File: src/sv/csem_pkg.sv
`timescale 1ns / 1ps
`default_nettype none
// ============================================================================
// csem_pkg
// Shared types and constants of the counting semaphore table.
// ============================================================================
package csem_pkg;

  localparam int unsigned SEM_COUNT_DEF = 16;
  localparam int unsigned ID_W          = 16;
  localparam int unsigned CNT_W         = 16;
  localparam int unsigned ENTRY_W       = ID_W + CNT_W;
  localparam logic [CNT_W-1:0] COUNT_MAX = '1;

  typedef enum logic [1:0] {
    OP_OPEN  = 2'd0,
    OP_CLOSE = 2'd1,
    OP_UP    = 2'd2,
    OP_DOWN  = 2'd3
  } op_e;

  typedef enum logic [2:0] {
    STAT_OK          = 3'd0,
    STAT_FULL        = 3'd1,
    STAT_NOT_FOUND   = 3'd2,
    STAT_WOULD_BLOCK = 3'd3,
    STAT_OVERFLOW    = 3'd4
  } status_e;

  typedef enum logic [1:0] {
    S_IDLE,
    S_SCAN,
    S_WB,
    S_DONE
  } fsm_state_e;

  // One answer of the table
  typedef struct packed {
    logic             wake;
    logic [CNT_W-1:0] count;
    status_e          status;
  } result_t;

endpackage : csem_pkg
`default_nettype wire

File: src/sv/csem_mem.sv
`timescale 1ns / 1ps
`default_nettype none
// ============================================================================
// csem_mem
// Entry store: identifier and count per entry, one write and one registered
// read port.
// ============================================================================
module csem_mem
  import csem_pkg::*;
#(
  parameter int unsigned SEM_COUNT = SEM_COUNT_DEF,
  localparam int unsigned IDX_W    = (SEM_COUNT > 1) ? $clog2(SEM_COUNT) : 1
) (
  input  wire logic               clk_i,
  input  wire logic               we_i,
  input  wire logic [IDX_W-1:0]   waddr_i,
  input  wire logic [ENTRY_W-1:0] wdata_i,
  input  wire logic               re_i,
  input  wire logic [IDX_W-1:0]   raddr_i,
  output logic      [ENTRY_W-1:0] rdata_o
);

  logic [ENTRY_W-1:0] mem_q [SEM_COUNT];

  always_ff @(posedge clk_i) begin
    if (we_i) begin
      mem_q[waddr_i] <= wdata_i;
    end
  end

  always_ff @(posedge clk_i) begin
    if (re_i) begin
      rdata_o <= mem_q[raddr_i];
    end
  end

endmodule : csem_mem
`default_nettype wire

File: src/sv/csem_fsm.sv
`timescale 1ns / 1ps
`default_nettype none
// ============================================================================
// csem_fsm
// Request sequencer: scans the entry store one entry a cycle, holds the
// valid marks and writes the modified entry back.
// ============================================================================
module csem_fsm
  import csem_pkg::*;
#(
  parameter int unsigned SEM_COUNT = SEM_COUNT_DEF,
  localparam int unsigned IDX_W    = (SEM_COUNT > 1) ? $clog2(SEM_COUNT) : 1
) (
  input  wire logic               clk_i,
  input  wire logic               rst_ni,
  // request side
  input  wire logic               req_valid_i,
  output logic                    req_ready_o,
  input  wire op_e                req_op_i,
  input  wire logic [ID_W-1:0]    req_id_i,
  input  wire logic [CNT_W-1:0]   req_init_i,
  // result side
  output logic                    res_valid_o,
  input  wire logic               res_take_i,
  output result_t                 res_o,
  // entry store
  output logic                    mem_we_o,
  output logic [IDX_W-1:0]        mem_waddr_o,
  output logic [ENTRY_W-1:0]      mem_wdata_o,
  output logic                    mem_re_o,
  output logic [IDX_W-1:0]        mem_raddr_o,
  input  wire logic [ENTRY_W-1:0] mem_rdata_i
);

  localparam logic [IDX_W-1:0] LAST_IDX = IDX_W'(SEM_COUNT - 1);

  fsm_state_e       state_q, state_d;
  op_e              op_q;
  logic [ID_W-1:0]  id_q;
  logic [CNT_W-1:0] init_q;
  logic [IDX_W-1:0] idx_q;
  logic             issue_q;
  logic             chk_q;
  logic [IDX_W-1:0] chk_idx_q;
  logic             hit_q;
  logic [IDX_W-1:0] hit_idx_q;
  logic [CNT_W-1:0] cnt_q;
  logic [SEM_COUNT-1:0] valid_q;
  result_t          res_q, res_d;

  logic             start;
  logic             hit_now;
  logic             stop;
  logic [ID_W-1:0]  rd_id;
  logic [CNT_W-1:0] rd_cnt;

  assign rd_id  = mem_rdata_i[ENTRY_W-1:CNT_W];
  assign rd_cnt = mem_rdata_i[CNT_W-1:0];
  assign start  = req_valid_i && req_ready_o;

  // Open looks for a free entry, the others for a valid entry with the id
  always_comb begin
    if (op_q == OP_OPEN) begin
      hit_now = chk_q && !valid_q[chk_idx_q];
    end else begin
      hit_now = chk_q && valid_q[chk_idx_q] && (rd_id == id_q);
    end
  end

  assign stop = hit_now || (chk_q && (chk_idx_q == LAST_IDX));

  // Next state
  always_comb begin
    state_d = state_q;
    case (state_q)
      S_IDLE:  if (start) state_d = S_SCAN;
      S_SCAN:  if (stop) state_d = S_WB;
      S_WB:    state_d = S_DONE;
      S_DONE:  if (res_take_i) state_d = S_IDLE;
      default: state_d = S_IDLE;
    endcase
  end

  // Outputs and write-back
  always_comb begin
    req_ready_o  = (state_q == S_IDLE);
    res_valid_o  = (state_q == S_DONE);
    mem_re_o     = (state_q == S_SCAN) && issue_q;
    mem_raddr_o  = idx_q;
    mem_we_o     = 1'b0;
    mem_waddr_o  = hit_idx_q;
    mem_wdata_o  = {id_q, init_q};
    res_d.status = STAT_OK;
    res_d.count  = '0;
    res_d.wake   = 1'b0;
    if (state_q == S_WB) begin
      if (!hit_q) begin
        res_d.status = (op_q == OP_OPEN) ? STAT_FULL : STAT_NOT_FOUND;
      end else begin
        case (op_q)
          OP_OPEN: begin
            mem_we_o    = 1'b1;
            res_d.count = init_q;
          end
          OP_CLOSE: begin
            res_d.wake = 1'b1;
          end
          OP_UP: begin
            if (cnt_q == COUNT_MAX) begin
              res_d.status = STAT_OVERFLOW;
              res_d.count  = cnt_q;
            end else begin
              mem_we_o    = 1'b1;
              mem_wdata_o = {id_q, cnt_q + CNT_W'(1)};
              res_d.count = cnt_q + CNT_W'(1);
              res_d.wake  = (cnt_q == '0);
            end
          end
          OP_DOWN: begin
            if (cnt_q == '0) begin
              res_d.status = STAT_WOULD_BLOCK;
            end else begin
              mem_we_o    = 1'b1;
              mem_wdata_o = {id_q, cnt_q - CNT_W'(1)};
              res_d.count = cnt_q - CNT_W'(1);
            end
          end
          default: res_d.status = STAT_NOT_FOUND;
        endcase
      end
    end
  end

  assign res_o = res_q;

  always_ff @(posedge clk_i or negedge rst_ni) begin
    if (!rst_ni) begin
      state_q <= S_IDLE;
      valid_q <= '0;
      issue_q <= 1'b0;
      chk_q   <= 1'b0;
    end else begin
      state_q <= state_d;
      if (start) begin
        issue_q <= 1'b1;
        chk_q   <= 1'b0;
      end else if (state_q == S_SCAN) begin
        // advance the read pointer, drop the compare slot once done
        if (stop) begin
          issue_q <= 1'b0;
          chk_q   <= 1'b0;
        end else begin
          issue_q <= issue_q && (idx_q != LAST_IDX);
          chk_q   <= issue_q;
        end
      end
      if (state_q == S_WB && hit_q) begin
        if (op_q == OP_OPEN) begin
          valid_q[hit_idx_q] <= 1'b1;
        end else if (op_q == OP_CLOSE) begin
          valid_q[hit_idx_q] <= 1'b0;
        end
      end
    end
  end

  always_ff @(posedge clk_i) begin
    if (start) begin
      op_q   <= req_op_i;
      id_q   <= req_id_i;
      init_q <= req_init_i;
      idx_q  <= '0;
    end else if (state_q == S_SCAN) begin
      if (issue_q) begin
        idx_q <= idx_q + IDX_W'(1);
      end
      chk_idx_q <= idx_q;
      if (stop) begin
        hit_q     <= hit_now;
        hit_idx_q <= chk_idx_q;
        cnt_q     <= rd_cnt;
      end
    end
    if (state_q == S_WB) begin
      res_q <= res_d;
    end
  end

  // A compare slot exists only while scanning
  a_chk_in_scan : assert property (@(posedge clk_i) disable iff (!rst_ni)
    chk_q |-> (state_q == S_SCAN))
    else $error("compare slot live outside scan");

  // Up, down and close only ever act on a valid entry
  a_hit_valid : assert property (@(posedge clk_i) disable iff (!rst_ni)
    (state_q == S_WB && hit_q && op_q != OP_OPEN) |-> valid_q[hit_idx_q])
    else $error("hit on a free entry");

  // A successful open marks its entry valid
  a_open_marks : assert property (@(posedge clk_i) disable iff (!rst_ni)
    (state_q == S_WB && hit_q && op_q == OP_OPEN) |=> valid_q[$past(hit_idx_q)])
    else $error("opened entry not marked valid");

endmodule : csem_fsm
`default_nettype wire

File: src/sv/counting_semaphore_table_core.sv
`timescale 1ns / 1ps
`default_nettype none
// ============================================================================
// counting_semaphore_table_core
// Table of counting semaphores served over a request and a result stream.
// ============================================================================
// Usage:
//   Send a request on the slave stream: op in tuser (open, close, up, down),
//   identifier and starting count in tdata. Each request returns exactly one
//   result on the master stream: status and wake in tuser, count in tdata.
//   Requests are served one at a time. A request scans the entry store one
//   entry per cycle through its single registered read port, stopping at
//   the first matching entry, then passes through a write-back state, which
//   registers the result, and waits in a done state until the result is
//   taken by the output register. The sequencer is then ready again, the next
//   request being taken the cycle after the result is handed to the output
//   register. The output register holds one finished result, so a stalled
//   receiver does not block the next request from being accepted and
//   scanned; the sequencer waits only when it has a second result ready.
//   Reset clears every valid mark at once, so the table is empty and ready
//   in the first cycle after reset; identifiers and counts are not cleared.
// ============================================================================
module counting_semaphore_table_core
  import csem_pkg::*;
#(
  parameter int unsigned SEM_COUNT = SEM_COUNT_DEF
) (
  input  wire logic        clk_i,
  input  wire logic        rst_ni,
  // request stream
  input  wire logic        s_axis_tvalid,
  output logic             s_axis_tready,
  input  wire logic [31:0] s_axis_tdata,  // [15:0] sem_id, [31:16] init_value
  input  wire logic [1:0]  s_axis_tuser,  // [1:0] op
  // result stream
  output logic             m_axis_tvalid,
  input  wire logic        m_axis_tready,
  output logic [15:0]      m_axis_tdata,  // [15:0] count_after
  output logic [3:0]       m_axis_tuser   // [2:0] status, [3] wake
);

  localparam int unsigned IDX_W = (SEM_COUNT > 1) ? $clog2(SEM_COUNT) : 1;

  logic               mem_we;
  logic [IDX_W-1:0]   mem_waddr;
  logic [ENTRY_W-1:0] mem_wdata;
  logic               mem_re;
  logic [IDX_W-1:0]   mem_raddr;
  logic [ENTRY_W-1:0] mem_rdata;

  logic    res_valid;
  logic    res_take;
  result_t res;

  logic    out_valid_q;
  result_t out_q;

  // Output register free, or being emptied this cycle
  assign res_take = !out_valid_q || m_axis_tready;

  csem_fsm #(
    .SEM_COUNT (SEM_COUNT)
  ) u_fsm (
    .clk_i       (clk_i),
    .rst_ni      (rst_ni),
    .req_valid_i (s_axis_tvalid),
    .req_ready_o (s_axis_tready),
    .req_op_i    (op_e'(s_axis_tuser)),
    .req_id_i    (s_axis_tdata[15:0]),
    .req_init_i  (s_axis_tdata[31:16]),
    .res_valid_o (res_valid),
    .res_take_i  (res_take),
    .res_o       (res),
    .mem_we_o    (mem_we),
    .mem_waddr_o (mem_waddr),
    .mem_wdata_o (mem_wdata),
    .mem_re_o    (mem_re),
    .mem_raddr_o (mem_raddr),
    .mem_rdata_i (mem_rdata)
  );

  csem_mem #(
    .SEM_COUNT (SEM_COUNT)
  ) u_mem (
    .clk_i   (clk_i),
    .we_i    (mem_we),
    .waddr_i (mem_waddr),
    .wdata_i (mem_wdata),
    .re_i    (mem_re),
    .raddr_i (mem_raddr),
    .rdata_o (mem_rdata)
  );

  // Output register: load a finished result, hold it while the receiver stalls
  always_ff @(posedge clk_i or negedge rst_ni) begin
    if (!rst_ni) begin
      out_valid_q <= 1'b0;
    end else if (res_take) begin
      out_valid_q <= res_valid;
    end
  end

  always_ff @(posedge clk_i) begin
    if (res_take && res_valid) begin
      out_q <= res;
    end
  end

  assign m_axis_tvalid = out_valid_q;
  assign m_axis_tdata  = out_q.count;
  assign m_axis_tuser  = {out_q.wake, out_q.status};

endmodule : counting_semaphore_table_core
`default_nettype wire
File: config.mk
export PLATFORM = sky130hd
export DESIGN_NAME = counting_semaphore_table_core
export DESIGN_NICKNAME = d
export VERILOG_FILES = /design/src/sv/csem_pkg.sv /design/src/sv/csem_mem.sv /design/src/sv/csem_fsm.sv /design/src/sv/counting_semaphore_table_core.sv
export SDC_FILE = /design/constraint.sdc
export NUM_CORES = 1
export LEC_CHECK = 0
export ABC_AREA = 1
export BUFFER_PORTS_ARGS = -buffer_cell sky130_fd_sc_hd__buf_2
export CELL_PAD_IN_SITES_DETAIL_PLACEMENT = 1
export CELL_PAD_IN_SITES_GLOBAL_PLACEMENT = 2
export CORE_AREA = 8 8 296 298
export CTS_BUF_LIST = sky130_fd_sc_hd__clkbuf_4 sky130_fd_sc_hd__clkbuf_8 sky130_fd_sc_hd__clkbuf_16
export DETAILED_ROUTE_END_ITERATION = 10
export DIE_AREA = 0 0 304 306
export PLACE_DENSITY_LB_ADDON = 0.2
export RECOVER_POWER = 50
export SETUP_SLACK_MARGIN = 0.5
export SLEW_MARGIN = 10
export SYNTH_ARGS = -nofsm -noshare
export SYNTH_HDL_FRONTEND = slang
export SYNTH_HIERARCHICAL = 1
export SYNTH_SLANG_ARGS = --single-unit
File: constraint.sdc
create_clock -name clk_i -period 4 [get_ports clk_i]
set_input_delay 0.6 -clock clk_i [delete_from_list [all_inputs] [get_ports clk_i]]
set_output_delay 0.6 -clock clk_i [all_outputs]
set_load 0.02 [all_outputs]
# Word level (Yosys, flattened, before mapping)
# Memory sizes are Yosys's and may differ from the RTL's. A register that Yosys moved wholly into a read port is not among the register bits.
# Index checks and enable logic that the tools add are counted.
[totals]
register_bits = 124
n_memories = 1
elab_cells = 106
mem_bits_rw = 512
output_inout_bits = 22
[mem_list]
columns = ["memory", "depth", "word_bits", "read_ports", "rd_ports_with_merged_regs", "wr", "line", "rtl"]
rows = [
  ["u_mem.mem_q", 16, 32, 1, 1, 1, "csem_mem.sv:23", "logic [ENTRY_W-1:0] mem_q [SEM_COUNT];"],
]
[classes]
order_cmp = 3
eq_ne = 13
bitwise_logic = 4
addsub = 3
muxes = 39
n_reduce_logical = 24
[ops]
columns = ["cell", "n"]
rows = [
  ["$mux 16", 8],
  ["$pmux 16 s3", 1],
  ["$pmux 16 s2", 1],
  ["$add 16x1->16 const B", 1],
  ["$and 16x16->16", 1],
  ["$eq 16x16->1", 1],
  ["$eq 16x16->1 const B", 1],
  ["$logic_not 16->1", 1],
  ["$mux 1", 16],
  ["$not 16->16", 1],
  ["$or 16x16->16", 1],
  ["$sub 16x1->16 const B", 1],
  ["$logic_and 1x1->1", 10],
  ["$lt 4x5->1 const B", 2],
  ["$mux 2", 5],
  ["$eq 2x2->1 const B", 4],
  ["$pmux 2 s4", 1],
  ["$mux 3", 2],
  ["$pmux 3 s2", 1],
  ["$reduce_and 2->1", 3],
  ["$reduce_and 3->1", 2],
  ["$add 4x1->4 const B", 1],
  ["$bmux 1 s4", 1],
  ["$demux 1 s4", 1],
  ["other kinds (13)", 19],
]

# Longest topological paths before layout
# Gate-level depths: netlist of run 1.
[depth]
depth_word = 9
ltp_mapped = 15
depth_no_buf = 14

# By module
# The synthesis of run 1 kept the hierarchy.
[modules_own_cells]
columns = ["mod", "area_each_um2", "n_inst", "cells_per_inst", "seq_area_each_um2"]
rows = [
  ["csem_mem", 23050.9, 1, 2120, 16335.7],
  ["csem_fsm", 5934.4, 1, 715, 2952.8],
  ["counting_semaphore_table_core", 645.6, 1, 26, 625.6],
]

# Worst setup path after synthesis of run 1
# No wires, ideal clock.
[synth_path]
kind = "reg-to-reg"
from = "register u_fsm.state_q[0]"
to = "memory u_mem/mem_q[12][0] in the netlist's numbering (enable)"
arrival_time_ps = 3100
slack_ps = 479
n_path_buf = 0
path_stages_with_launch = 9
synth_period_minus_slack_ps = 3521
setup_time_ps = 421
path_cell_list = "dfrtp_1 -> inv_1 -> ha_1 -> nand2_1 -> a21oi_1 -> o21ai_0 -> inv_1 -> nand3_1 -> nor2_1"
[synth_via]
elab_chain_cells = 4
[synth_lines]
columns = ["item", "line", "rtl"]
rows = [
  ["start: declaration", "csem_fsm.sv:37", "fsm_state_e state_q, state_d;"],
  ["start signal: assignment", "csem_fsm.sv:143", "state_q <= state_d;"],
  ["$eq 2x2->1", "csem_fsm.sv:96", "if (state_q == S_WB) begin"],
  ["$mux 1", "csem_fsm.sv:96", ""],
  ["via mem_we", "counting_semaphore_table_core.sv:44", "logic mem_we;"],
  ["$mux 1", "csem_mem.sv:26", "if (we_i) begin"],
  ["$mux 1 (implied by the code)", "csem_mem.sv:27", "mem_q[waddr_i] <= wdata_i;"],
  ["end: declaration", "csem_mem.sv:23", ""],
]
# The timed path passes the listed nets, and every way through them passes these cells.

# Worst setup path after layout of run 1
[layout_path]
from = "register u_fsm.cnt_q[1]"
to = "memory u_mem/mem_q[0][14] in the netlist's numbering (enable)"
[layout_via]
elab_chain_cells = 7
[layout_lines]
columns = ["item", "line", "rtl"]
rows = [
  ["start: declaration", "csem_fsm.sv:47", "logic [CNT_W-1:0] cnt_q;"],
  ["start signal: assignment", "csem_fsm.sv:181", "cnt_q <= rd_cnt;"],
  ["$eq 16x16->1 or $logic_not 16->1 (tied branches)", "csem_fsm.sv:109, csem_fsm.sv:120", ""],
  ["$mux 1, on equally long branches", "csem_fsm.sv:109, csem_fsm.sv:120", ""],
  ["$pmux 1 s3 (*)", "csem_fsm.sv:100", "case (op_q)"],
  ["$mux 1 (*)", "csem_fsm.sv:97", "if (!hit_q) begin"],
  ["$mux 1 (*)", "csem_fsm.sv:96", ""],
  ["via mem_we", "counting_semaphore_table_core.sv:44", ""],
  ["$mux 1 (*)", "csem_mem.sv:26", ""],
  ["$mux 1 (implied by the code) (*)", "csem_mem.sv:27", ""],
]
# Mark *: on every way through the listed nets, which the timed path passes. The rest lies on a longest branch.

==> results of run 1 <==
==> what timing repair did <==
item	in CTS	in global routing
gates resized for setup	5	7
hold buffers	1	0
setup endpoints to repair	65	512
endpoints found under the hold margin	21	0
==> cell usage in the layout, fill, tap and decap left out, drive strengths merged, types with 2 or more instances in the layout <==
cell type	count
clkbuf	140
dfxtp	4
inv	510
nor2	106
nor3	12
nand4	9
nand2	841
o22ai	3
a21oi	48
buf	75
nand3b	3
clkinvlp	2
or2	3
edfxtp	643
xor2	12
o21ai	34
a211oi	4
dfrtp	21
o211ai	6
xnor2	4
clkinv	34
nand3	440
a31oi	19
ha	13
bufinv	10
==> routing by layer <==
metal	share of wire	vias up	wire length [um]	GRT usage
li1	-	9501	-	-
met1	0.45	10100	38500	0.237
met2	0.49	328	41300	0.311
met3	0.033	131	2810	0.0244
met4	0.025	0	2140	0.0487
met5	0	-	0	0
==> layout make-up <==
cell class | count | area (um2) | area share
clock inverter | 46 | 498 | 0.0148
timing repair buffer | 123 | 841 | 0.0249
multi-input combinational | 1562 | 7110 | 0.211
clock buffer | 93 | 2110 | 0.0624
inverter | 510 | 1920 | 0.0570
tap | 1080 | 1350 | 0.0400
sequential | 668 | 19900 | 0.590
==> critical path, stage by stage (launching register included) <==
cell      delay, ps
edfxtp_1        460
ha_1            230
nand2_2          60
inv_1           130
nand4_4          90
nor2_1          330
nand3_4         280
inv_1           210
o21ai_1         140
o21ai_1         400
inv_1           200
nand2_1         370
nor2_4           60
buf_6           250
==> worst paths after layout <==
check	slack [ps]	endpoint	start	depth (start not counted)
max	470	u_mem/mem_q[0][14]	u_fsm/cnt_q[1]	13
min	150	u_fsm/id_q[9]	s_axis_tdata[9]	1
max reg2reg	470	u_mem/mem_q[0][14]	u_fsm/cnt_q[1]	13
min reg2reg	410	m_axis_tdata[11]	u_fsm/res_o[14]	0
max in group asynchronous	2490	async pin	rst_ni	2
min in group asynchronous	780	u_fsm/state_q[1]	rst_ni	2
==> through the flow <==
step,cell area [um2],worst slack [ps]
floorplan,29600,479
global placement,31200,579
detailed placement,31200,477
CTS,33900,514
global route,33700,265
finish,33700,471
==> registers in the layout (all words and copies together) (netlist names), 2 cells and up, named ones only <==
signal,cells
u_mem/mem_q,512
u_mem/rdata_o,32
u_fsm/res_o,20
m_axis_tdata,16
u_fsm/cnt_q,16
u_fsm/id_q,16
u_fsm/init_q,16
m_axis_tuser,4
u_fsm/chk_idx_q,4
u_fsm/mem_raddr_o,4
u_fsm/mem_waddr_o,4
u_fsm/op_q,2
u_fsm/state_q,2
==> cell families after synthesis <==
family	count (synthesis)
compound gates	116
buf+inv	631
xor+xnor	16
simple gates	1417
fa+ha+maj	13
flops	668
==> power groups by stage <==
stage                     clock network (mW)  logic, mW  registers (mW)
after floorplan                            0       3.87            9.17
after global placement                     0       5.49            9.35
after detailed placement                   0       5.58            9.38
after CTS                               7.45       5.61            9.24
after global routing                    7.65       6.08            9.31
final                                   7.24       5.42            9.23
==> flow_summary.toml, run 1 <==
[status]
status = "finished with violations"
violations = "max-capacitance violations, max-slew violations"

[logic_synthesis]
synthCells = 2861
netlist.top_cell.by_area = "edfxtp_1"
synth_flop_cell = "edfxtp_1"
ys_warn_count = 6
yosysMostFrequentCell = "nand2_1"
yosys-top-cells-count = "837 x nand2_1, 643 x edfxtp_1, 502 x inv_1"
ys_types = 46
synth_top_family_by_area = "simple AND/OR/NAND/NOR gates"
synthAdderAreaFrac = 0.00549
synth_area_leaders = "edfxtp_1 65%, nand2_1 11%, nand3_1 7.4%"
synthArstFlopShare = 0.0314
synth_top_area_frac = 0.652
yosysSeqAreaShare = 0.672
synth.net_count = 2912
synth_simple_gate_area_frac = 0.204
synth.ff_latch_count = 668
synth_compound_area_frac = 0.0221
syn_area_per_cell_um2 = 10.4
synth_edf_count = 643
synth_area_mm2 = 0.0296
synth-xor-area-share = 0.00473
synth.area.mux_share = 0

[floorplan]
die_area_mm2 = 0.0930
num_io_pins = 60
initial_core_util = 0.357
die_y_um = 306
num_rows = 106
die_w_um = 304
fp.coreArea_mm2 = 0.0829

[drt]
firstDrtPassIters = 5
via_count = 20100
drt_iter0_drc = 1028
wl_per_cell_um = 20.8
vias_per_cell = 4.91
wirelength_um = 84700
postRouteAntennaNets = 0
drcViolationCount = 0

[place]
routabilityCongestion = 0.840
dpl.cell_count = 3942
io_buffer_count = 59
hpwl_um = 49900

[final_layout]
fin_cells = 4082
fin_nets = 2993
post-route-util = 0.407
syn_to_final_growth_pct = 13.9
drive_gt1_frac = 0.0803
diodes = 0
num-fill-cells = 9041

[critical_path]
critical_path_arrival_ps = 3850
crit_fanout = 23
crit_path_end_kind = "flip-flop"
critical_path_class = "reg2reg"
startpoint_type = "flip-flop"
cp_data_required_time_ps = 4320

[pwr]
ir_drop_mv = 0.388
swShare = 0.333
total_power_mw = 21.9
p_per_area_mw_per_mm2 = 649
p_comb_frac = 0.248
p_leak_nw = 14.0
switchingPower_mw = 7.30
clkPwrFrac = 0.331
power_frac_seq = 0.422
cell_internal_pwr_mw = 14.6

[sta]
timing.final.crit_share = 0.882
fin_skew_ps = 25.4
hold_viol = 0
setup_violations = 0
tightest_slew_ps = 2880
min_period_ps = 3530
grt_setup_unrepaired = "no"
whs_ps = 155
finalSetupTns_ps = 0
fmax_mhz = 283
slew_violations = 78
slew_headroom = -0.920

[min_path]
hp-class = "in2reg"

[run]
max-cap-violations = 3

[grt]
grt_max_degree = 89
grt-ovfl-total = 0
antenna_found_initial = 1
grt.total_usage = 0.180
grt_first_pass_wirelength_um = 130000
first_global_vias = 21100

[clocking]
cts_tree = "yes"
cts_sinks = 668
clk_pin_slew_ps = 60
cts_buffers = 77
cts_buffer_depth = 3
cts_root_buf = "clkbuf_16"
htreeDepth = 3
clock_latency_ps = 620
cts_setup_buffers = 0
Note: power is estimated with default switching activity, not from simulation.
==> run 2: changes to the inputs <==
REMOVE_ABC_BUFFERS = 1   (was unset)
==> run 2 against run 1 <==
  * The run still ends with max-capacitance violations, max-slew violations left
  * Fmax rose by 2.0%
  * Worst hold slack got worse by 15 ps
  * Largest power group unchanged
  * Highest routed layer unchanged
  * Cell count rose by 0.32%
  * Total power fell by 1.0%
  * Count of clock-buffer cells in the layout rose by 1
  * Cell area barely moved
  * Clock power fell by 5.4%
  * Sequential cell count did not move
==> flow_summary.toml, run 2 (synthesized netlist as in run 1, its figures left out) <==
[status]
status = "finished with violations"
violations = "max-capacitance violations, max-slew violations"

[pwr]
p_leak_nw = 14.0
p_per_area_mw_per_mm2 = 642
total_power_mw = 21.7
ir_drop_mv = 0.356

[place]
hpwl_um = 51600
io_buffer_count = 59
dp_slack_ps = 257
routabilityCongestion = 0.841
dpl.cell_count = 3944

[run]
max-cap-violations = 4

[final_layout]
layout_commonest_cell = "nand2_1"
fin_nets = 3006
num-fill-cells = 9160
drive_gt1_frac = 0.0859
largest_register_ffs = 512
layout_common_cells = "838 x nand2_1, 643 x edfxtp_1, 503 x inv_1, 436 x nand3_1, 87 x nor2_1"
syn_to_final_growth_pct = 13.9
fin_cells = 4095
post-route-util = 0.407
top_register = "u_mem/mem_q"

[sta]
fin_skew_ps = 28.8
slew_headroom = -0.937
tightest_slew_ps = 2910
timing.final.crit_share = 0.865
whs_ps = 140
grt_setup_unrepaired = "no"
min_period_ps = 3460
hold_viol = 0
slew_violations = 177
setup_ws_ps = 541
fmax_mhz = 289
setup_violations = 0

[critical_path]
r2r_slack_ps = 540
critical_path_class = "reg2reg"
crit_fanout = 11
critical_path_arrival_ps = 3820
crit_top_cell = "inv_1"
crit_path_end = "u_mem/mem_q[14][4]"
cpMaxStageDelayCell = "edfxtp_1"
crit_path_start = "u_fsm/cnt_q[1]"
cp_cell_sequence = "ha_1, nand2_2, inv_1, nand4_4, nor2_1, nand3_4, inv_1, o21ai_1, o21ai_0, inv_1, nand3_1, nor2_4, buf_4, buf_4"
reg2reg_to = "u_mem/mem_q[14][4]"
cp_data_required_time_ps = 4360
r2r_start = "u_fsm/cnt_q[1]"
cp_slowest_stage_delay_ps = 460
r2r_cells = 14
startpoint_type = "flip-flop"
crit_path_end_kind = "flip-flop"

[grt]
met3_usage = 0.0265
grt_first_pass_wirelength_um = 131000
grt-ovfl-total = 0
first_global_vias = 21100
grt.total_usage = 0.183
grt_max_degree = 120
top_usage_layer = "met2"
grt_util_met1 = 0.238
antenna_found_initial = 0
use_met2 = 0.319

[clocking]
cts_sinks = 668
cts_buffer_depth = 3
cts_root_buf = "clkbuf_16"
htreeDepth = 3
clock_latency_ps = 640
clk_pin_slew_ps = 60
cts_tree = "yes"
cts_buffers = 77

[floorplan]
num_rows = 106
die_area_mm2 = 0.0930
die_w_um = 304
die_y_um = 306
initial_core_util = 0.357
fp.coreArea_mm2 = 0.0829
num_io_pins = 60

[drt]
postRouteAntennaNets = 0
drcViolationCount = 0
via_count = 20000
vias_per_cell = 4.89
wirelength_um = 85900
wl_per_cell_um = 21.0
drt_iter0_drc = 1102
firstDrtPassIters = 5

[min_path]
worstHoldStart = "s_axis_tdata[8]"
hp-class = "in2reg"
-- run 2: changes by cell type in the layout (fill, tap and decap cells not counted), moves of 6 or more --
cell       before  now
buf_6          10    2
buf_4          26   35
bufinv_16      10    3
buf_12         10   16
clkinv_1       21   14
-- run 2: through the flow --
stage / area, um2 / setup TNS [ps]
6_report: 33700 / 0
5_1_grt: 33700 / 0
4_1_cts: 33900 / 0
3_5_place_dp: 31300 / 0
3_3_place_gp: 31300 / 0
2_1_floorplan: 28800 / -135500
-- run 2: how the worst min path moves through the flow --
stage,endpoint,cells after the start
finish,u_fsm/id_q[8],1
detailed placement,m_axis_tdata[11],0
global route,u_fsm/id_q[8],1
floorplan,m_axis_tvalid,0
CTS,u_fsm/id_q[10],1
global placement,m_axis_tdata[2],0
-- run 2: cell type report --
type,instances,area (um2),area share
Sequential cell,668,19900,0.590
Multi-Input combinational cell,1564,7120,0.211
Clock buffer,94,2090,0.0619
Inverter,510,1930,0.0572
Tap cell,1080,1350,0.0400
Timing Repair Buffer,134,960,0.0284
Clock inverter,44,379,0.0112
Antenna cell,1,2.50,0.0000742
-- run 2: layer usage --
layer  vias to the layer above  wire length (um)
li1                       9525                 -
met1                     10000             39100
met4                         0              2200
met5                         -                 0
met3                       148              2820
met2                       324             41800
-- run 2: power by group --
part           switching [mW]  internal (mW)
clock network            2.90           3.95
logic                    4.13           1.51
registers               0.446           8.74
total                    7.48           14.2
-- run 2: timing repair --
item                                    CTS  global route
buffers inserted                          9             0
endpoints found under the setup margin   42           120
gates resized for setup                   1             4
hold buffers                              1             0
pin swaps                                 3             0
endpoints found under the hold margin    21             0
gates cloned                              2             0
-- run 2: worst max-delay path, delay by kind of cell, from the launching register on --
kind / cells / cell delay, ps
buf+inv: 5 / 870
simple gates: 6 / 1030
compound gates: 2 / 610
flops: 1 / 460
fa+ha+maj: 1 / 230
